--- src/hdl/ppe_pkg.sv ---
`timescale 1ns / 1ps

package ppe_pkg;

  // Qubits carried by one word on the ports.
  localparam int unsigned LANES = 64;

  // Qubits actually in use per word; lanes above it are dropped.
  localparam int unsigned WORD_WIDTH = 64;

  localparam logic [LANES-1:0] LANE_MASK =
    (WORD_WIDTH >= LANES) ? {LANES{1'b1}} : (({{(LANES-1){1'b0}}, 1'b1} << WORD_WIDTH) - 1'b1);

  typedef struct packed {
    logic [LANES-1:0] left_x;
    logic [LANES-1:0] left_z;
    logic [LANES-1:0] right_x;
    logic [LANES-1:0] right_z;
    logic             left_sign;
    logic             right_sign;
    logic             last;
  } in_item_t;

  typedef struct packed {
    logic [LANES-1:0] product_x;
    logic [LANES-1:0] product_z;
    logic             last_out;
    logic [1:0]       phase_exponent;
    logic             product_sign;
    logic             imaginary;
    logic             strings_commute;
  } out_item_t;

endpackage

--- src/hdl/pauli_product_phase_engine.sv ---
`timescale 1ns / 1ps

// Pauli string product engine. Each transfer on the in_ channel carries one
// word of 64 qubits of both operands; each transfer on the out_ channel returns
// the matching product word, in order, one result per input word. A word is
// taken every cycle while out_ does not stall; its result passes the input
// register, then the result register, before it is offered on out_; either
// side may stall at any time.
// Without stalls on out_, the sustained rate of one word per cycle is set by the
// per-lane mod-4 phase counters, which are read and updated once per word. On
// the word flagged last the counters are reduced by a mod-4 popcount tree, the
// right sign is folded in, the scalar fields (phase exponent of i, sign,
// imaginary, commute) are reported with that word and the counters clear, so
// the next word starts a new product. Scalar fields read zero on other words.
module pauli_product_phase_engine (
  input  logic                clk,
  input  logic                rst_n,
  input  logic                in_valid,
  output logic                in_ready,
  input  ppe_pkg::in_item_t   in_data,
  output logic                out_valid,
  input  logic                out_ready,
  output ppe_pkg::out_item_t  out_data
);

  logic                      in_valid_r;
  ppe_pkg::in_item_t         in_data_r;
  logic                      out_valid_r;
  ppe_pkg::out_item_t        out_data_r;
  ppe_pkg::out_item_t        out_data_nxt;
  logic [ppe_pkg::LANES-1:0] count_lo_r;
  logic [ppe_pkg::LANES-1:0] count_hi_r;
  logic [ppe_pkg::LANES-1:0] count_lo_nxt;
  logic [ppe_pkg::LANES-1:0] count_hi_nxt;
  logic                      advance;

  logic [ppe_pkg::LANES-1:0] lx, lz, rx, rz;
  logic [ppe_pkg::LANES-1:0] px, pz, lx_rz, anti;
  logic [ppe_pkg::LANES-1:0] lo_upd, hi_upd;
  logic [1:0]                phase;

  // Popcount mod 4 through a balanced tree of 2-bit adders.
  function automatic logic [1:0] ones_mod4(input logic [ppe_pkg::LANES-1:0] v);
    logic [1:0] acc [ppe_pkg::LANES];
    for (int i = 0; i < ppe_pkg::LANES; i++) begin
      acc[i] = {1'b0, v[i]};
    end
    for (int step = 1; step < ppe_pkg::LANES; step = step * 2) begin
      for (int i = 0; i + step < ppe_pkg::LANES; i = i + 2 * step) begin
        acc[i] = acc[i] + acc[i + step];
      end
    end
    return acc[0];
  endfunction

  // Move the held word into the result register when it is empty or drains.
  assign advance   = in_valid_r && (!out_valid_r || out_ready);
  assign in_ready  = !in_valid_r || advance;
  assign out_valid = out_valid_r;
  assign out_data  = out_data_r;

  always_comb begin
    lx     = in_data_r.left_x  & ppe_pkg::LANE_MASK;
    lz     = in_data_r.left_z  & ppe_pkg::LANE_MASK;
    rx     = in_data_r.right_x & ppe_pkg::LANE_MASK;
    rz     = in_data_r.right_z & ppe_pkg::LANE_MASK;
    px     = lx ^ rx;
    pz     = lz ^ rz;
    lx_rz  = lx & rz;
    anti   = (rx & lz) ^ lx_rz;
    hi_upd = count_hi_r ^ ((count_lo_r ^ px ^ pz ^ lx_rz) & anti);
    lo_upd = count_lo_r ^ anti;
    // High bits only count twice, so their parity is all that matters mod 4.
    phase  = ones_mod4(lo_upd) + {^hi_upd, 1'b0} + {in_data_r.right_sign, 1'b0};

    out_data_nxt.product_x       = px;
    out_data_nxt.product_z       = pz;
    out_data_nxt.last_out        = in_data_r.last;
    out_data_nxt.phase_exponent  = 2'b00;
    out_data_nxt.product_sign    = 1'b0;
    out_data_nxt.imaginary       = 1'b0;
    out_data_nxt.strings_commute = 1'b0;
    count_lo_nxt                 = lo_upd;
    count_hi_nxt                 = hi_upd;
    if (in_data_r.last) begin
      out_data_nxt.phase_exponent  = phase;
      out_data_nxt.product_sign    = in_data_r.left_sign ^ phase[1];
      out_data_nxt.imaginary       = phase[0];
      out_data_nxt.strings_commute = !phase[0];
      count_lo_nxt                 = '0;
      count_hi_nxt                 = '0;
    end
  end

  always_ff @(posedge clk) begin
    if (!rst_n) begin
      in_valid_r  <= 1'b0;
      out_valid_r <= 1'b0;
      count_lo_r  <= '0;
      count_hi_r  <= '0;
    end else begin
      if (in_ready) begin
        in_valid_r <= in_valid;
      end
      if (advance) begin
        out_valid_r <= 1'b1;
        count_lo_r  <= count_lo_nxt;
        count_hi_r  <= count_hi_nxt;
      end else if (out_ready) begin
        out_valid_r <= 1'b0;
      end
    end
  end

  always_ff @(posedge clk) begin
    if (in_valid && in_ready) begin
      in_data_r <= in_data;
    end
    if (advance) begin
      out_data_r <= out_data_nxt;
    end
  end

endmodule

--- config.mk ---
export PLATFORM = sky130hd
export DESIGN_NAME = pauli_product_phase_engine
export DESIGN_NICKNAME = d
export VERILOG_FILES = /design/src/hdl/ppe_pkg.sv /design/src/hdl/pauli_product_phase_engine.sv
export SDC_FILE = /design/constraint.sdc
export NUM_CORES = 1
export LEC_CHECK = 0
export ABC_AREA = 1
export BUFFER_PORTS_ARGS = -buffer_cell sky130_fd_sc_hd__buf_4
export CAP_MARGIN = 15
export CELL_PAD_IN_SITES_DETAIL_PLACEMENT = 2
export CELL_PAD_IN_SITES_GLOBAL_PLACEMENT = 2
export CORE_AREA = 2 2 276 278
export DETAILED_ROUTE_END_ITERATION = 16
export DIE_AREA = 0 0 278 280
export GPL_ROUTABILITY_DRIVEN = 0
export PLACE_DENSITY = 0.83
export SYNTH_ARGS = -nofsm -noshare
export SYNTH_HDL_FRONTEND = slang
export SYNTH_SLANG_ARGS = --single-unit
--- constraint.sdc ---
create_clock -name clk -period 13.06 [get_ports clk]
set_clock_uncertainty 0.05 [all_clocks]
set_input_delay 1.306 -clock clk [delete_from_list [all_inputs] [get_ports clk]]
set_output_delay 1.306 -clock clk [all_outputs]
set_load 0.05 [all_outputs]
==> results by group <==
Timing
  – Post-route setup slack: roughly 5600 ps
  – Hold slack: 435 ps
  – Least-Margin Pin Slew: between 1000 and 1500 ps
  – Max frequency: 133 MHz
  – Slew margin rel.: between 20% and 30%
  – Final period util: 57.5%
  – Setup TNS: 0 ps
  – Final setup fails: 0
  – Fin crit period: roughly 7500 ps
  – RSZ-0062 raised after global routing: false
  – Final-report hold violation count: 0
  – Fin. max-slew vios: 0

Run
  – Max Cap Violations: 0

Global routing
  – First-pass GRT wire length: around 150000 um
  – Initial antenna violation count: 14
  – Total GRT Usage: 24.3%
  – Largest net degree at the start of global routing: about 130
  – GRT overflow: 0
  – Number of global-route vias before repair: about 27k

Yosys
  – Synthesized cell area: between 0.02 and 0.03 mm^2
  – Synth Area in XOR/XNOR: under 10%
  – Adder-Cell Fraction of Synth Area: 2.30%
  – Syn nets: between 3k and 4k
  – Most common flop cell mapped by yosys: edfxtp_1
  – Simple-gate area share of the yosys netlist: between 20 and 30%
  – Post-synthesis compound-gate area fraction: between 3 and 4%
  – Multiplexer share of the synthesized area: 0%
  – Post-synthesis async set-or-reset flop share: 0%
  – Largest family of logic cells by synthesized area: simple AND/OR/NAND/NOR gates
  – Number of flops mapped to enable cells by yosys: between 300 and 400
  – Avg Cell Area, Syn: 8.35 um^2
  – Post-Synthesis Cells: about 3.3k
  – Synth cell types: 28
  – Seq/Total Area, Yosys: 52.3%
  – Ys Warns: 0
  – Seq cells post-synth: 522

Drt
  – WL/cell: 20.0 um
  – DR pass1 iterations: 5
  – Post-DR vias/cell: 5.04
  – Vias: ~24k
  – DRC errors left: 0
  – WL final: roughly 95000 um
  – Remaining antenna violation count: 0
  – Met1 WL: about 37000 um
  – Met3 wire length: approximately 4200 um
  – Met2 WL: ~49000 um
  – Initial drt markers: about 850
  – Top layer in use: met5

Power
  – Leak: 15.2 nW
  – Peak supply drop: between 150 and 200 uV
  – Power density over the cells: 170 mW/mm^2

Setup path
  – Worst Path Arrival: 7800 ps
  – CP Class: reg2reg
  – Startpoint Class: register
  – R2R Path Start: lx[7]$_DFFE_PP_
  – Slowest-stage cell, CP: fa_1
  – Max incr delay on CP: between 600 and 700 ps
  – Crit path from: lx[7]$_DFFE_PP_
  – Data required time of the critical path: 13360 ps
  – Critical path peak fanout: 4
  – Setup crit end kind: register
  – Crit-path most repeated cell: fa_1

Die
  – Initial core utilization: 36.6%
  – Die Width: ~280 um
  – I/O Pins: 399
  – Core area: 0.0752 mm^2
  – Die Footprint: between 0.07 and 0.08 mm^2
  – Die Height: about 280 um
  – Row count: between 100 and 150

CTS
  – CTS buffer count: 66
  – CTS tree: built
  – CTS sink cnt: 522
  – Clock tree buffer depth: 3
  – CTS Hold Bufs: 0
  – Post-CTS sizing: 0
  – Setup bufs post-CTS: 0
  – Reg clk slew, reported paths: ~60 ps
  – Worst-skew pair later-pin latency: 620 ps
  – CTS root buf: clkbuf_16
  – # H-tree levels: 3

Layout
  – Final nets: slightly above 4k
  – Fillers: about 8.4k
  – Commonest non-fill, non-tap cell in the layout: nand2_1
  – Layout area overhead: 22.8%
  – Share of layout cells above drive strength 1: 15.5%
  – Most frequent cells in the layout: nand2_1, nand3_1, inv_1

Placement
  – Worst slack, placed: 5700 ps
  – Post-DP HPWL: slightly below 70000 um
  – IO Port Bufs: between 300 and 400

Hold path
  – Worst Hold Launch: count_hi_r[41]$_SDFFE_PN0P_
  – HP Class: reg2reg

Run status
  – Status: finished clean
[per-stage QoR]
step / std cells / instance area [um^2] / utilization (%) / total power, mW
floorplan: 3294 / 27500 / - / 3.30
global placement: 4636 / 31700 / 42.1 / 3.84
detailed placement: 4636 / 31700 / 42.1 / 3.93
CTS: 4755 / 33800 / 44.9 / 5.81
global route: 4758 / 33800 / 44.9 / 6.07
finish: 4759 / 33800 / 44.9 / 5.73
[critical path, delay by kind of cell (launching register included)]
family	cells	cell delay, ps
compound gates	1	190
flops	1	460
simple gates	5	480
buf+inv	5	350
xor+xnor	6	1420
fa+ha+maj	9	4290
[power by group]
group          total, mW  switching [mW]  internal (mW)
Clock               1.85           0.765           1.08
Combinational       1.90            1.23          0.667
Sequential          1.98          0.0735           1.91
[logic make-up (layout without fill, tap and decap cells)]
family | count (synthesis) | after routing
adder cells (fa/ha/maj) | 32 | 32
AND/OR/NAND/NOR | 1876 | 1876
flip-flops | 522 | 522
buffers and inverters | 491 | 974
other | 0 | 4
XOR/XNOR | 192 | 192
AO/OA/AOI/OAI | 181 | 181
[per-layer routing]
layer | up-vias | global-route usage [%]
li1 | 11550 | -
met3 | 207 | 4.86
met5 | - | 0
met1 | 11772 | 26.6
met2 | 454 | 45.5
met4 | 20 | 10.4
[layout make-up]
type	instances	area (um^2)	share of cell area (%)
repair buffers	405	3040	9.00
diodes	4	10.0	0.0296
multi-input cells	2281	11300	33.4
inverters	450	1710	5.06
clock buffers	88	1870	5.53
well taps	978	1220	3.62
flip-flops and latches	522	14400	42.5
clock inverters	31	264	0.781
[sequential cells by signal (all words and copies together), names as in the netlist, 3 cells and up]
name / count
count_hi_r: 64
rx: 64
rz: 64
lx: 64
lz: 64
out_data: 133
count_lo_r: 64
in_data_r: 3
[synth_stat cells, drive strengths merged, types with 31 or more instances]
master,n,area (um^2)
inv,448,1680
xor2,140,1280
nand4,38,238
dfxtp,130,2600
o22ai,54,338
xnor2,52,455
a21oi,125,626
nand2,1224,4690
nand3,451,2290
fa,31,621
nor2,137,552
edfxtp,392,11800
[worst paths after layout]
kind	end	slack [ps]	depth (start not counted)
worst max-delay path	out_data[2]$_SDFFCE_PN0P_	5560	26
worst min-delay path	count_hi_r[41]$_SDFFE_PN0P_	430	2
worst max register to register	out_data[2]$_SDFFCE_PN0P_	5560	26
worst min register to register	count_hi_r[41]$_SDFFE_PN0P_	430	2
No activity file was read; power rests on OpenSTA's default activity.
